--- config.mk ---
export PLATFORM = sky130hd
export DESIGN_NAME = wheel_pid_speed_controller_top
export DESIGN_NICKNAME = d
export VERILOG_FILES = /design/src/wpid_pkg.sv /design/src/wheel_pid_speed_controller_top.sv /design/src/wpid_div.sv /design/src/wpid_ctrl.sv /design/src/wpid_dp.sv
export SDC_FILE = /design/constraint.sdc
export NUM_CORES = 2
export LEC_CHECK = 0
export ABC_AREA = 1
export BUFFER_PORTS_ARGS = -buffer_cell sky130_fd_sc_hd__buf_4
export CAP_MARGIN = 40
export CORE_ASPECT_RATIO = 2
export CORE_MARGIN = 3
export CORE_UTILIZATION = 35
export DETAILED_ROUTE_END_ITERATION = 16
export GPL_TIMING_DRIVEN = 0
export SETUP_SLACK_MARGIN = 0.4
export SYNTH_ARGS = -nofsm -noshare
export SYNTH_HDL_FRONTEND = slang
export SYNTH_SLANG_ARGS = --single-unit
--- constraint.sdc ---
create_clock -name clk -period 9.1 [get_ports clk]
set_input_delay 0 -clock clk [delete_from_list [all_inputs] [get_ports clk]]
set_output_delay 0 -clock clk [all_outputs]
set_load 0.005 [all_outputs]
--- src/wpid_pkg.sv ---
// Shared types and constants for the wheel PID speed controller.
// Used by the controller, the datapath and the divider; depends on nothing.
`default_nettype none

package wpid_pkg;

	localparam int unsigned CFG_IDX_W  = 3;
	localparam int unsigned CFG_DATA_W = 16;
	localparam int unsigned STEP_W     = 6;

	localparam logic [CFG_IDX_W-1:0] REG_PROP_GAIN  = 3'd0;
	localparam logic [CFG_IDX_W-1:0] REG_INTEG_GAIN = 3'd1;
	localparam logic [CFG_IDX_W-1:0] REG_DERIV_GAIN = 3'd2;
	localparam logic [CFG_IDX_W-1:0] REG_RPM_RANGE  = 3'd3;
	localparam logic [CFG_IDX_W-1:0] REG_PWM_FULL   = 3'd4;

	localparam logic [15:0] PROP_GAIN_RST  = 16'd256;
	localparam logic [15:0] INTEG_GAIN_RST = 16'd0;
	localparam logic [15:0] DERIV_GAIN_RST = 16'd0;
	localparam logic [11:0] RPM_RANGE_RST  = 12'd300;
	localparam logic [15:0] PWM_FULL_RST   = 16'd255;

	localparam logic signed [7:0] CMD_MAX = 8'sd100;
	localparam logic signed [7:0] CMD_MIN = -8'sd100;

	localparam logic [15:0] PCT_DIVISOR = 16'd100;
	localparam logic [15:0] MS_PER_S    = 16'd1000;

	localparam logic signed [47:0] ACC_POS_LIM = 48'sh7FFF_FFFF_FFFF;
	localparam logic signed [47:0] ACC_NEG_LIM = 48'sh8000_0000_0001;

	// Radix-4 divider steps: each step retires two quotient bits.
	localparam logic [STEP_W-1:0] STEPS_TGT  = 6'd10;
	localparam logic [STEP_W-1:0] STEPS_INT  = 6'd32;
	localparam logic [STEP_W-1:0] STEPS_DER  = 6'd20;
	localparam logic [STEP_W-1:0] STEPS_DUTY = 6'd14;

	typedef enum logic [2:0] {
		MUL_TGT,
		MUL_ERR_MS,
		MUL_PROP,
		MUL_INT_LO,
		MUL_INT_HI,
		MUL_DER_SCALE,
		MUL_DER_GAIN,
		MUL_DUTY
	} mul_sel_t;

	typedef enum logic [1:0] {
		DIV_TGT,
		DIV_INT,
		DIV_DER,
		DIV_DUTY
	} div_sel_t;

	typedef struct packed {
		logic     in_load;
		logic     stop;
		logic     mul_en;
		mul_sel_t mul_sel;
		logic     int_hold;
		logic     int_comb;
		logic     div_start;
		div_sel_t div_sel;
		logic     tgt_load;
		logic     acc_upd;
		logic     sum_load_p;
		logic     sum_add_i;
		logic     sum_add_d;
		logic     pid_load;
		logic     duty_zero;
		logic     duty_load;
		logic     out_load;
	} dp_cmd_t;

	typedef struct packed {
		logic div_done;
		logic cmd_zero;
		logic ms_zero;
		logic duty_pos;
	} dp_sts_t;

endpackage

`default_nettype wire

--- src/wheel_pid_speed_controller_top.sv ---
// Wheel PID speed controller: one result beat per accepted input beat, one item at a time.
// The shared radix-4 divider performs the target, integral, derivative and duty divisions
// in turn for a nonzero command; the derivative one is skipped with zero elapsed time and
// the duty one for a zero duty; a stop command needs none. A new item is accepted only
// once the last result is loaded; a stalled result holds back the item after the next.
// Reset restores default gains, clears the integrator and last error, selects forward.
`default_nettype none

module wheel_pid_speed_controller_top (
	input  logic                            clk,
	input  logic                            arst_n,
	input  logic                            cfg_we,
	input  logic [wpid_pkg::CFG_IDX_W-1:0]  cfg_index,
	input  logic [wpid_pkg::CFG_DATA_W-1:0] cfg_data,
	input  logic                            item_valid,
	output logic                            item_stall,
	input  logic signed [7:0]               speed_cmd,
	input  logic signed [12:0]              measured_rpm,
	input  logic [15:0]                     elapsed_ms,
	output logic                            result_valid,
	input  logic                            result_stall,
	output logic [15:0]                     pwm_duty,
	output logic                            dir_forward
);

	wpid_pkg::dp_cmd_t cmd;
	wpid_pkg::dp_sts_t sts;

	wpid_ctrl u_ctrl (
		.clk          (clk),
		.arst_n       (arst_n),
		.item_valid   (item_valid),
		.item_stall   (item_stall),
		.result_valid (result_valid),
		.result_stall (result_stall),
		.sts          (sts),
		.cmd          (cmd)
	);

	wpid_dp u_dp (
		.clk          (clk),
		.arst_n       (arst_n),
		.cfg_we       (cfg_we),
		.cfg_index    (cfg_index),
		.cfg_data     (cfg_data),
		.speed_cmd    (speed_cmd),
		.measured_rpm (measured_rpm),
		.elapsed_ms   (elapsed_ms),
		.cmd          (cmd),
		.sts          (sts),
		.pwm_duty     (pwm_duty),
		.dir_forward  (dir_forward)
	);

endmodule

`default_nettype wire

--- src/wpid_div.sv ---
// Unsigned radix-4 restoring divider, two quotient bits per cycle.
// Takes a left-aligned 64-bit dividend and a 16-bit divisor; uses wpid_pkg.
`default_nettype none

module wpid_div (
	input  logic                       clk,
	input  logic                       arst_n,
	input  logic                       start,
	input  logic [63:0]                dividend,
	input  logic [15:0]                divisor,
	input  logic [wpid_pkg::STEP_W-1:0] steps,
	output logic                       done,
	output logic [63:0]                quotient
);

	logic                        busy_q;
	logic                        done_q;
	logic [wpid_pkg::STEP_W-1:0] cnt_q;
	logic [15:0]                 rem_q;
	logic [15:0]                 div_q;
	logic [63:0]                 quo_q;

	logic [16:0] r1;
	logic [16:0] r2;
	logic [15:0] r1n;
	logic [15:0] r2n;
	logic        b1;
	logic        b2;

	always_comb begin
		r1  = {rem_q, quo_q[63]};
		b1  = r1 >= {1'b0, div_q};
		r1n = b1 ? 16'(r1 - {1'b0, div_q}) : r1[15:0];
		r2  = {r1n, quo_q[62]};
		b2  = r2 >= {1'b0, div_q};
		r2n = b2 ? 16'(r2 - {1'b0, div_q}) : r2[15:0];
	end

	always_ff @(posedge clk or negedge arst_n) begin
		if (!arst_n) begin
			busy_q <= 1'b0;
			done_q <= 1'b0;
			cnt_q  <= '0;
		end else begin
			done_q <= 1'b0;
			if (start) begin
				busy_q <= 1'b1;
				cnt_q  <= steps;
			end else if (busy_q) begin
				cnt_q <= cnt_q - 1'b1;
				if (cnt_q == wpid_pkg::STEP_W'(1)) begin
					busy_q <= 1'b0;
					done_q <= 1'b1;
				end
			end
		end
	end

	always_ff @(posedge clk) begin
		if (start) begin
			rem_q <= '0;
			div_q <= divisor;
			quo_q <= dividend;
		end else if (busy_q) begin
			rem_q <= r2n;
			quo_q <= {quo_q[61:0], b1, b2};
		end
	end

	assign done     = done_q;
	assign quotient = quo_q;

endmodule

`default_nettype wire

--- src/wpid_ctrl.sv ---
// Sequencing state machine for the wheel PID speed controller.
// Drives the datapath through wpid_pkg command and status structs.
`default_nettype none

module wpid_ctrl (
	input  logic              clk,
	input  logic              arst_n,
	input  logic              item_valid,
	output logic              item_stall,
	output logic              result_valid,
	input  logic              result_stall,
	input  wpid_pkg::dp_sts_t sts,
	output wpid_pkg::dp_cmd_t cmd
);

	localparam logic [4:0] ST_IDLE      = 5'd0;
	localparam logic [4:0] ST_STOP      = 5'd1;
	localparam logic [4:0] ST_TGT_MUL   = 5'd2;
	localparam logic [4:0] ST_TGT_DIV   = 5'd3;
	localparam logic [4:0] ST_TGT_WAIT  = 5'd4;
	localparam logic [4:0] ST_EM_MUL    = 5'd5;
	localparam logic [4:0] ST_P_MUL     = 5'd6;
	localparam logic [4:0] ST_I_LO      = 5'd7;
	localparam logic [4:0] ST_I_HI      = 5'd8;
	localparam logic [4:0] ST_I_COMB    = 5'd9;
	localparam logic [4:0] ST_I_DIV     = 5'd10;
	localparam logic [4:0] ST_I_WAIT    = 5'd11;
	localparam logic [4:0] ST_D_SCALE   = 5'd12;
	localparam logic [4:0] ST_D_GAIN    = 5'd13;
	localparam logic [4:0] ST_D_DIV     = 5'd14;
	localparam logic [4:0] ST_D_WAIT    = 5'd15;
	localparam logic [4:0] ST_PID       = 5'd16;
	localparam logic [4:0] ST_DUTY_MUL  = 5'd17;
	localparam logic [4:0] ST_DUTY_DIV  = 5'd18;
	localparam logic [4:0] ST_DUTY_WAIT = 5'd19;
	localparam logic [4:0] ST_OUT       = 5'd20;

	logic [4:0] state_q;
	logic [4:0] state_d;
	logic       result_valid_q;

	always_comb begin
		state_d = state_q;
		cmd     = '0;
		unique case (state_q)
			ST_IDLE: begin
				if (item_valid) begin
					cmd.in_load = 1'b1;
					state_d     = sts.cmd_zero ? ST_STOP : ST_TGT_MUL;
				end
			end
			ST_STOP: begin
				cmd.stop = 1'b1;
				state_d  = ST_OUT;
			end
			ST_TGT_MUL: begin
				cmd.mul_en  = 1'b1;
				cmd.mul_sel = wpid_pkg::MUL_TGT;
				state_d     = ST_TGT_DIV;
			end
			ST_TGT_DIV: begin
				cmd.div_start = 1'b1;
				cmd.div_sel   = wpid_pkg::DIV_TGT;
				state_d       = ST_TGT_WAIT;
			end
			ST_TGT_WAIT: begin
				if (sts.div_done) begin
					cmd.tgt_load = 1'b1;
					state_d      = ST_EM_MUL;
				end
			end
			ST_EM_MUL: begin
				cmd.mul_en  = 1'b1;
				cmd.mul_sel = wpid_pkg::MUL_ERR_MS;
				state_d     = ST_P_MUL;
			end
			ST_P_MUL: begin
				cmd.acc_upd = 1'b1;
				cmd.mul_en  = 1'b1;
				cmd.mul_sel = wpid_pkg::MUL_PROP;
				state_d     = ST_I_LO;
			end
			ST_I_LO: begin
				cmd.sum_load_p = 1'b1;
				cmd.mul_en     = 1'b1;
				cmd.mul_sel    = wpid_pkg::MUL_INT_LO;
				state_d        = ST_I_HI;
			end
			ST_I_HI: begin
				cmd.int_hold = 1'b1;
				cmd.mul_en   = 1'b1;
				cmd.mul_sel  = wpid_pkg::MUL_INT_HI;
				state_d      = ST_I_COMB;
			end
			ST_I_COMB: begin
				cmd.int_comb = 1'b1;
				state_d      = ST_I_DIV;
			end
			ST_I_DIV: begin
				cmd.div_start = 1'b1;
				cmd.div_sel   = wpid_pkg::DIV_INT;
				state_d       = ST_I_WAIT;
			end
			ST_I_WAIT: begin
				if (sts.div_done) begin
					cmd.sum_add_i = 1'b1;
					state_d       = ST_D_SCALE;
				end
			end
			ST_D_SCALE: begin
				cmd.mul_en  = 1'b1;
				cmd.mul_sel = wpid_pkg::MUL_DER_SCALE;
				state_d     = ST_D_GAIN;
			end
			ST_D_GAIN: begin
				cmd.mul_en  = 1'b1;
				cmd.mul_sel = wpid_pkg::MUL_DER_GAIN;
				state_d     = ST_D_DIV;
			end
			ST_D_DIV: begin
				if (sts.ms_zero) begin
					state_d = ST_PID;
				end else begin
					cmd.div_start = 1'b1;
					cmd.div_sel   = wpid_pkg::DIV_DER;
					state_d       = ST_D_WAIT;
				end
			end
			ST_D_WAIT: begin
				if (sts.div_done) begin
					cmd.sum_add_d = 1'b1;
					state_d       = ST_PID;
				end
			end
			ST_PID: begin
				cmd.pid_load = 1'b1;
				state_d      = ST_DUTY_MUL;
			end
			ST_DUTY_MUL: begin
				cmd.mul_en  = 1'b1;
				cmd.mul_sel = wpid_pkg::MUL_DUTY;
				state_d     = ST_DUTY_DIV;
			end
			ST_DUTY_DIV: begin
				if (sts.duty_pos) begin
					cmd.div_start = 1'b1;
					cmd.div_sel   = wpid_pkg::DIV_DUTY;
					state_d       = ST_DUTY_WAIT;
				end else begin
					cmd.duty_zero = 1'b1;
					state_d       = ST_OUT;
				end
			end
			ST_DUTY_WAIT: begin
				if (sts.div_done) begin
					cmd.duty_load = 1'b1;
					state_d       = ST_OUT;
				end
			end
			ST_OUT: begin
				if (!result_valid_q || !result_stall) begin
					cmd.out_load = 1'b1;
					state_d      = ST_IDLE;
				end
			end
			default: begin
				state_d = ST_IDLE;
			end
		endcase
	end

	always_ff @(posedge clk or negedge arst_n) begin
		if (!arst_n) begin
			state_q        <= ST_IDLE;
			result_valid_q <= 1'b0;
		end else begin
			state_q <= state_d;
			if (cmd.out_load) begin
				result_valid_q <= 1'b1;
			end else if (!result_stall) begin
				result_valid_q <= 1'b0;
			end
		end
	end

	assign item_stall   = state_q != ST_IDLE;
	assign result_valid = result_valid_q;

endmodule

`default_nettype wire

--- src/wpid_dp.sv ---
// Datapath of the wheel PID speed controller: configuration, loop state,
// shared multiplier and output register. Uses wpid_pkg and wpid_div.
`default_nettype none

module wpid_dp (
	input  logic                            clk,
	input  logic                            arst_n,
	input  logic                            cfg_we,
	input  logic [wpid_pkg::CFG_IDX_W-1:0]  cfg_index,
	input  logic [wpid_pkg::CFG_DATA_W-1:0] cfg_data,
	input  logic signed [7:0]               speed_cmd,
	input  logic signed [12:0]              measured_rpm,
	input  logic [15:0]                     elapsed_ms,
	input  wpid_pkg::dp_cmd_t               cmd,
	output wpid_pkg::dp_sts_t               sts,
	output logic [15:0]                     pwm_duty,
	output logic                            dir_forward
);

	logic [15:0] prop_gain_q;
	logic [15:0] integ_gain_q;
	logic [15:0] deriv_gain_q;
	logic [11:0] rpm_range_q;
	logic [15:0] pwm_full_q;

	logic [7:0]         sp100_q;
	logic signed [12:0] meas_q;
	logic [15:0]        ms_q;

	logic signed [13:0] err_q;
	logic               tneg_q;
	logic signed [47:0] acc_q;
	logic signed [13:0] last_err_q;
	logic               fwd_q;
	logic [39:0]        prod_q;
	logic [63:0]        big_q;
	logic [56:0]        sum_q;
	logic [11:0]        pid_mag_q;
	logic               pos_q;
	logic [15:0]        duty_q;
	logic [15:0]        pwm_duty_q;
	logic               dir_q;

	logic signed [7:0]  s_sat;
	logic signed [8:0]  sp_sum;
	logic [13:0]        err_abs;
	logic [12:0]        err_mag;
	logic signed [14:0] diff;
	logic [14:0]        diff_abs;
	logic [13:0]        diff_mag;
	logic [47:0]        acc_abs;
	logic [46:0]        acc_mag;

	logic [15:0] mul_a;
	logic [23:0] mul_b;
	logic [39:0] mul_p;

	logic [63:0]                  div_dividend;
	logic [15:0]                  div_divisor;
	logic [wpid_pkg::STEP_W-1:0]  div_steps;
	logic                         div_done;
	logic [63:0]                  div_quo;

	logic signed [13:0] tgt;
	logic signed [13:0] err_new;
	logic signed [48:0] em_s;
	logic signed [48:0] acc_sum;
	logic signed [48:0] acc_hi;
	logic signed [48:0] acc_lo;
	logic signed [47:0] acc_new;
	logic [56:0]        p_ext;
	logic [56:0]        q_ext;
	logic [56:0]        sum_abs;
	logic [48:0]        sum_shr;
	logic [11:0]        pid_mag;

	always_comb begin
		if (speed_cmd > wpid_pkg::CMD_MAX) begin
			s_sat = wpid_pkg::CMD_MAX;
		end else if (speed_cmd < wpid_pkg::CMD_MIN) begin
			s_sat = wpid_pkg::CMD_MIN;
		end else begin
			s_sat = speed_cmd;
		end
		sp_sum = {s_sat[7], s_sat} + 9'sd100;

		err_abs  = err_q[13] ? 14'(-err_q) : err_q;
		err_mag  = err_abs[12:0];
		diff     = {err_q[13], err_q} - {last_err_q[13], last_err_q};
		diff_abs = diff[14] ? 15'(-diff) : diff;
		diff_mag = diff_abs[13:0];
		acc_abs  = acc_q[47] ? 48'(-acc_q) : acc_q;
		acc_mag  = acc_abs[46:0];
	end

	always_comb begin
		unique case (cmd.mul_sel)
			wpid_pkg::MUL_TGT: begin
				mul_a = {8'b0, sp100_q};
				mul_b = {12'b0, rpm_range_q};
			end
			wpid_pkg::MUL_ERR_MS: begin
				mul_a = ms_q;
				mul_b = {11'b0, err_mag};
			end
			wpid_pkg::MUL_PROP: begin
				mul_a = prop_gain_q;
				mul_b = {11'b0, err_mag};
			end
			wpid_pkg::MUL_INT_LO: begin
				mul_a = integ_gain_q;
				mul_b = acc_mag[23:0];
			end
			wpid_pkg::MUL_INT_HI: begin
				mul_a = integ_gain_q;
				mul_b = {1'b0, acc_mag[46:24]};
			end
			wpid_pkg::MUL_DER_SCALE: begin
				mul_a = wpid_pkg::MS_PER_S;
				mul_b = {10'b0, diff_mag};
			end
			wpid_pkg::MUL_DER_GAIN: begin
				mul_a = deriv_gain_q;
				mul_b = prod_q[23:0];
			end
			wpid_pkg::MUL_DUTY: begin
				mul_a = pwm_full_q;
				mul_b = {12'b0, pid_mag_q};
			end
			default: begin
				mul_a = '0;
				mul_b = '0;
			end
		endcase
		mul_p = 40'(mul_a) * 40'(mul_b);
	end

	always_comb begin
		unique case (cmd.div_sel)
			wpid_pkg::DIV_TGT: begin
				div_dividend = {prod_q[19:0], 44'b0};
				div_divisor  = wpid_pkg::PCT_DIVISOR;
				div_steps    = wpid_pkg::STEPS_TGT;
			end
			wpid_pkg::DIV_INT: begin
				div_dividend = big_q;
				div_divisor  = wpid_pkg::MS_PER_S;
				div_steps    = wpid_pkg::STEPS_INT;
			end
			wpid_pkg::DIV_DER: begin
				div_dividend = {prod_q, 24'b0};
				div_divisor  = ms_q;
				div_steps    = wpid_pkg::STEPS_DER;
			end
			wpid_pkg::DIV_DUTY: begin
				div_dividend = {prod_q[27:0], 36'b0};
				div_divisor  = {4'b0, rpm_range_q};
				div_steps    = wpid_pkg::STEPS_DUTY;
			end
			default: begin
				div_dividend = '0;
				div_divisor  = '0;
				div_steps    = '0;
			end
		endcase
	end

	wpid_div u_div (
		.clk      (clk),
		.arst_n   (arst_n),
		.start    (cmd.div_start),
		.dividend (div_dividend),
		.divisor  (div_divisor),
		.steps    (div_steps),
		.done     (div_done),
		.quotient (div_quo)
	);

	always_comb begin
		tgt     = {1'b0, div_quo[12:0]} - {2'b0, rpm_range_q};
		err_new = tgt - {meas_q[12], meas_q};

		em_s    = err_q[13] ? -{19'b0, prod_q[29:0]} : {19'b0, prod_q[29:0]};
		acc_sum = {acc_q[47], acc_q} + em_s;
		acc_hi  = {wpid_pkg::ACC_POS_LIM[47], wpid_pkg::ACC_POS_LIM};
		acc_lo  = {wpid_pkg::ACC_NEG_LIM[47], wpid_pkg::ACC_NEG_LIM};
		if (acc_sum > acc_hi) begin
			acc_new = wpid_pkg::ACC_POS_LIM;
		end else if (acc_sum < acc_lo) begin
			acc_new = wpid_pkg::ACC_NEG_LIM;
		end else begin
			acc_new = acc_sum[47:0];
		end

		p_ext = {17'b0, prod_q};
		q_ext = {1'b0, div_quo[55:0]};

		sum_abs = sum_q[56] ? 57'(-sum_q) : sum_q;
		sum_shr = sum_abs[56:8];
		if (sum_shr > {37'b0, rpm_range_q}) begin
			pid_mag = rpm_range_q;
		end else begin
			pid_mag = sum_shr[11:0];
		end
	end

	always_ff @(posedge clk or negedge arst_n) begin
		if (!arst_n) begin
			prop_gain_q  <= wpid_pkg::PROP_GAIN_RST;
			integ_gain_q <= wpid_pkg::INTEG_GAIN_RST;
			deriv_gain_q <= wpid_pkg::DERIV_GAIN_RST;
			rpm_range_q  <= wpid_pkg::RPM_RANGE_RST;
			pwm_full_q   <= wpid_pkg::PWM_FULL_RST;
		end else if (cfg_we) begin
			unique case (cfg_index)
				wpid_pkg::REG_PROP_GAIN:  prop_gain_q  <= cfg_data;
				wpid_pkg::REG_INTEG_GAIN: integ_gain_q <= cfg_data;
				wpid_pkg::REG_DERIV_GAIN: deriv_gain_q <= cfg_data;
				wpid_pkg::REG_RPM_RANGE:  rpm_range_q  <= cfg_data[11:0];
				wpid_pkg::REG_PWM_FULL:   pwm_full_q   <= cfg_data;
				default: ;
			endcase
		end
	end

	always_ff @(posedge clk or negedge arst_n) begin
		if (!arst_n) begin
			acc_q      <= '0;
			last_err_q <= '0;
			fwd_q      <= 1'b1;
		end else begin
			if (cmd.stop) begin
				acc_q      <= '0;
				last_err_q <= '0;
			end else if (cmd.acc_upd) begin
				acc_q <= acc_new;
			end
			if (cmd.pid_load) begin
				last_err_q <= err_q;
				fwd_q      <= !tneg_q;
			end
		end
	end

	always_ff @(posedge clk) begin
		if (cmd.in_load) begin
			sp100_q <= sp_sum[7:0];
			meas_q  <= measured_rpm;
			ms_q    <= elapsed_ms;
		end
		if (cmd.mul_en) begin
			prod_q <= mul_p;
		end
		if (cmd.tgt_load) begin
			err_q  <= err_new;
			tneg_q <= tgt[13];
		end
		if (cmd.int_hold) begin
			big_q <= {24'b0, prod_q};
		end else if (cmd.int_comb) begin
			big_q <= {prod_q, 24'b0} + big_q;
		end
		if (cmd.sum_load_p) begin
			sum_q <= err_q[13] ? 57'(-p_ext) : p_ext;
		end else if (cmd.sum_add_i) begin
			sum_q <= sum_q + (acc_q[47] ? 57'(-q_ext) : q_ext);
		end else if (cmd.sum_add_d) begin
			sum_q <= sum_q + (diff[14] ? 57'(-q_ext) : q_ext);
		end
		if (cmd.pid_load) begin
			pid_mag_q <= pid_mag;
			pos_q     <= (sum_q[56] == tneg_q) && (pid_mag != '0);
		end
		if (cmd.stop || cmd.duty_zero) begin
			duty_q <= '0;
		end else if (cmd.duty_load) begin
			duty_q <= div_quo[15:0];
		end
		if (cmd.out_load) begin
			pwm_duty_q <= duty_q;
			dir_q      <= fwd_q;
		end
	end

	assign sts.div_done = div_done;
	assign sts.cmd_zero = speed_cmd == '0;
	assign sts.ms_zero  = ms_q == '0;
	assign sts.duty_pos = pos_q;

	assign pwm_duty    = pwm_duty_q;
	assign dir_forward = dir_q;

endmodule

`default_nettype wire
# Word-level counts from Yosys, hierarchy flattened
# Cells that the tools add are included.
totals:
  wordCells: 198
  inputBits: 61
  register_bits: 508
  out_inout_bits: 19
op_classes:
  n_reduce_logical: 27
  muxes: 72
  n_lt_le_gt_ge: 7
  n_addsub: 18
  multipliers: 1
  eq_ne: 43
ops:
  columns: ["op", "n"]
  rows:
  - ["2-to-1 mux 57 bit", 7]
  - ["case mux 64 bit (4 select lines)", 1]
  - ["2-to-1 mux 48 bit", 4]
  - ["case mux 24 bit (7 select lines)", 1]
  - ["2-to-1 mux 64 bit", 2]
  - ["adder 57 bit", 2]
  - ["case mux 16 bit (7 select lines)", 1]
  - ["case mux 5 bit (21 select lines)", 1]
  - ["2-to-1 mux 40 bit", 2]
  - ["adder 64 bit", 1]
  - ["case mux 16 bit (4 select lines)", 1]
  - ["negator 40 -> 57 bit", 1]
  - ["negator 56 -> 57 bit", 1]
  - ["negator 57 bit", 1]
  - ["adder 49 bit", 1]
  - ["> comparator 49 x 12 -> 1 bit", 1]
  - ["> comparator 49 x 48 -> 1 bit (second input constant)", 1]
  - ["< comparator 49 x 48 -> 1 bit (second input constant)", 1]
  - ["2-to-1 mux 49 bit", 1]
  - ["negator 30 -> 49 bit", 1]
  - ["2-to-1 mux 47 bit", 1]
  - ["negator 47 bit", 1]
  - ["2-to-1 mux 14 bit", 3]
  - ["equality test 5 x 4 -> 1 bit (second input constant)", 8]
  - ["other kinds (52)", 123]

# Depth between registers and ports, before layout
logic_depth:
  ltp_word: 8
  mapped_depth: 47
  mapped_depth_nobuf: 46

# Cells and area by module
# From an unflattened synthesis, not the netlist that was laid out.
unflattened:
  cells_unflattened: 7743
  area_unflattened_um2: 54826.3
by_module_without_submodules:
  columns: ["mod", "n_inst", "area_per_inst_um2", "seq_area_each_um2", "cells_each"]
  rows:
  - ["wpid_dp", 1, 47531.8, 10872.9, 6770]
  - ["wpid_div", 1, 6578.8, 2922.8, 849]
  - ["wpid_ctrl", 1, 715.7, 150.1, 124]

# Least setup slack after synthesis
# No wires, ideal clock.
synth_timing:
  path_type: "reg-to-reg"
  from: "register u_dp.err_q[0]"
  to: "register u_dp.prod_q[31], data pin"
  t_required_ps: 8842
  path_stages_with_launch: 45
  setup_ps: 258
  path_slack_ps: 1139
  path_buffers: 1
  synth_period_minus_slack_ps: 7961
  arrival_time_ps: 7703
  cell_sequence: "edfxtp_1 -> inv_1 -> ha_1 -> inv_1 -> fa_1 -> nand3_1 -> nand3_1 -> a21oi_1 -> nor2_1 -> o21ai_2 -> o21ai_1 -> nand2_1 -> nand3_1 -> nand2_1 -> nand2_2 -> inv_1 -> buf_6 -> nand2_1 -> [... 9 more ...] -> fa_1 -> fa_1 -> inv_1 -> fa_1 -> inv_1 -> ha_1 -> nand2_1 -> nor2_1 -> inv_1 -> o21ai_0 -> a21oi_1 -> o21ai_0 -> nand2_1 -> nand2_1 -> nand2_1 -> nand2_1 -> a21oi_1 -> xnor2_1"
synth_between:
  elab_chain_cells: 5
  word_cells_on_any_way: 7
  cone_classes: "add/sub: 3; mul: 1; mux: 3"
synth_lines:
  columns: ["item", "line_no", "text"]
  rows:
  - ["start: declaration", "wpid_dp.sv:30", "logic signed [13:0] err_q;"]
  - ["start signal: assignment", "wpid_dp.sv:255", "err_q <= err_new;"]
  - ["subtractor 14 x 14 -> 15 bit", "wpid_dp.sv:89", "diff = {err_q[13], err_q} - {last_err_q[13], last_err_q};"]
  - ["negator 14 bit", "wpid_dp.sv:90", "diff_abs = diff[14] ? 15'(-diff) : diff;"]
  - ["2-to-1 mux 14 bit", "wpid_dp.sv:90", null]
  - ["case mux 24 bit (7 select lines) (*)", "wpid_dp.sv:97", "unique case (cmd.mul_sel)"]
  - ["multiplier 16 x 24 -> 40 bit (*)", "wpid_dp.sv:135", "mul_p = 40'(mul_a) * 40'(mul_b);"]
  - ["named net u_dp.mul_p[31]", "wpid_dp.sv:56", "logic [39:0] mul_p;"]
  - ["end signal: assignment", "wpid_dp.sv:252", "prod_q <= mul_p;"]
  - ["end: declaration", "wpid_dp.sv:35", "logic [39:0] prod_q;"]
# Mark *: on every way through the listed nets, which the timed path passes. The rest lies on a longest branch.
# A chain may end at the register's enable or synchronous reset.

# Final worst setup path
layout_timing:
  from: "register u_dp.err_q[0]"
  to: "register u_dp.prod_q[38], data pin"
# Same word-level chain as after synthesis.

==> metrics <==
Critical Path Slowest Stage Cell fa_1; worst-path fanout max 6; Starting Density 35.4%; largest net degree at the start of global routing 106; Residual DRC 0; PortBufs 79; Yosys warning count 0; Worst Setup End Kind flop; relative max-transition margin 26.5%; initial antenna violation count 13; Tcrit/Tclk final 94.3%; Critical Path Most Common Cell fa_1; Root Buffer clkbuf_16; grt ovf 0; #FFs+latches synth 508; sequential cell area 13900 µm²; clk sinks 508; cell area after layout 62700 µm²; syn avg cell area 7.17 µm²; top cells by area, synth edfxtp_1 17%, nand2_1 13%, fa_1 12%, inv_1 8.4%, ha_1 8.2%; WL per Instance 27.4 µm; Fin Clk Skew 0.0267 ns; Netlist cell types 75; I/O pin count 80; area of the multi-input gates 35500 µm²; vias in the first global route 55800; Slew Limit Fails 0; Detail Route Antenna Nets 0; share of async-settable or async-resettable flops after synthesis 30.1%; RD Place Congestion 1.05; status completed; fillers 15900; Die Height 560 µm; Yosys top cell area share 16.7%; Post-synth EDFFs 299; DR vias 55000; Clock transition at path regs 0.07 ns; All-Layer GR Usage 33.8%; crit path time final 8.58 ns; FP Rows 202; DR iter-0 viols 3831; Netlist Area Pre-Place 53700 µm²; Layout area overhead 16.6%; commonest non-fill, non-tap cell in the layout nand2_1; Hold Crit Class in2reg; register area share after synthesis 25.9%; setup TNS 0 ns; CP Data Required Time 9.57 ns; fin cells 9985; Worst Tran Pin Value 1.10 ns; Yosys top cell by area edfxtp_1; via/cell ratio 5.50; CTS buffer count 53; post-synth net total 8219; critical path's largest stage delay 0.55 ns; first-pass GRT wire length 384000 µm; HPWL after detailed placement 227000 µm; Post-synth top flop edfxtp_1; layout cells sized above 1 10.5%; max-cap viol count 0; most frequent cells in the layout 1805 x nand2_1, 1183 x inv_1, 751 x nor2_1; Final Hold Vio Count 0; final wirelength 274000 µm; # setup viols final 0; First-pass DRT Iterations 8; Die Area 159000 µm²; H-tree Lvls 2; maximum buffer depth of the clock tree 3; critical path type reg2reg; Worst Path Arrival 9.05 ns; post-place instance area 57600 µm²; unrepaired setup endpoints after global routing yes; clk_lat worst skew 0.69 ns; fmax 117 MHz; Core Region 152000 µm²; Syn Inst Count 7492; placed insts 9674; CTS tree built; chip width 283 µm; Final nets 8620; crit start category flop
## worst paths after layout
path / start / to / slack (ns) / cells past startpoint
worst min register to register: u_dp.duty_q[9]$_SDFFE_PP0P_ / u_dp.pwm_duty[9]$_DFFE_PP_ / 0.44 / 0
worst min-delay path: measured_rpm[5] / u_dp.meas_q[5]$_DFFE_PP_ / 0.03 / 2
max in group asynchronous: arst_n / u_dp.rpm_range_q[0]$_DFFE_PN0P_ / 7.98 / 4
worst max register to register: u_dp.err_q[0]$_DFFE_PP_ / u_dp.prod_q[38]$_DFFE_PN_ / 0.52 / 38
worst max-delay path: u_dp.err_q[0]$_DFFE_PP_ / u_dp.prod_q[38]$_DFFE_PN_ / 0.52 / 38
min in group asynchronous: arst_n / u_dp.acc_q[45]$_DFFE_PN0P_ / 0.48 / 4
## metal layers
layer	wire (µm)	global-route usage (%)	up-vias	part of all wire (%)
met3	13800	6.11	1185	5.1
met4	41400	41.3	10	15
met5	67	0	-	0.024
met2	139000	61.1	2384	51
li1	-	-	25200	-
met1	79500	28.1	26200	29
## state kept, by name, indices dropped and copies added, names as in the netlist, 8 cells and up
signal and cells:
u_dp.sum_q 57, u_dp.rpm_range_q 12, u_dp.acc_q 48, u_dp.pwm_full_q 16
u_dp.prop_gain_q 16, u_dp.duty_q 16, u_dp.sp100_q 8, u_dp.prod_q 40
u_dp.pid_mag_q 12, u_dp.integ_gain_q 16, u_dp.u_div.quotient 64, u_dp.err_q 14
u_dp.deriv_gain_q 16, u_dp.big_q 64, u_dp.u_div.div_q 16, u_dp.u_div.rem_q 16
u_dp.last_err_q 14, u_dp.pwm_duty 16, u_dp.meas_q 13, u_dp.ms_q 16
## final cells by class
type                       count  area share [%]
antenna                        7          0.0279
buffer                       209            1.67
clock buffer                  62            2.19
clock inverter                38           0.599
inverter                    1229            7.39
multi-input combinational   5546            56.7
sequential                   508            22.2
tap                         2040            4.07
timing repair buffer         346            5.13
## Yosys cell counts, types with 18 or more instances
cell      number
nor4_1        29
edfxtp_1     299
fa_1         314
nand2_2       34
nor2_1       782
xnor2_1       73
xor2_1       168
o21a_1        26
buf_1         20
clkbuf_1     121
dfxtp_1       56
a21oi_1      436
o211ai_1      21
a31oi_1       47
nand3b_1      26
dfrtp_1      139
nand2_1     1835
o21ai_0      512
buf_2         57
inv_1       1204
nor2_2        18
a221oi_1      43
or2_2         25
ha_1         352
o221ai_1      24
nand3_1      365
nand4_1       79
nor3_1        84
o22ai_1       49
## critical path: cells and delay by family, from the launching register on
| family | cells | cell delay [ns] |
|---|---|---|
| buffers and inverters | 9 | 0.86 |
| adders and majority gates | 9 | 4.04 |
| xor gates and xnor gates | 2 | 0.58 |
| and+or+nand+nor | 15 | 1.86 |
| DFF | 1 | 0.45 |
| AOI/OAI and AO/OA | 3 | 0.55 |
## timing repair
item                                   in CTS  in global routing
cloned                                      0                  1
buffers inserted                           39                 67
gates resized for setup                   182                199
hold buffers                               74                  0
endpoints found under the hold margin     275                  0
setup endpoints to repair                  29                 19
pin swaps                                  53                128
## through the flow
stage,util (%),hold WS (ns),setup WS [ns]
floorplan,-,-0.296,1.14
global placement,37.5,0.178,-2.12
detailed placement,37.9,-0.0453,-1.33
CTS,40.3,0.00115,0.398
global route,41.3,0.0257,0.238
finish,41.3,0.0259,0.523
## cells by family (layout without fill, tap and decap cells)
kind of cell / after synthesis / in the layout / share of synthesized area (%)
AND/OR/NAND/NOR: 3322 / 3322 / 25.8
XOR/XNOR: 241 / 241 / 3.93
multiplexers: 1 / 1 / 0.0186
other: 0 / 7 / 0
AO/OA/AOI/OAI: 1316 / 1316 / 14.1
adder cells (fa/ha/maj): 666 / 666 / 19.9
buffers and inverters: 1438 / 1884 / 10.3
flip-flops: 508 / 508 / 25.9
Power is not shown: default switching activity piles up to over one toggle a cycle in this logic, so the estimate is an artifact.
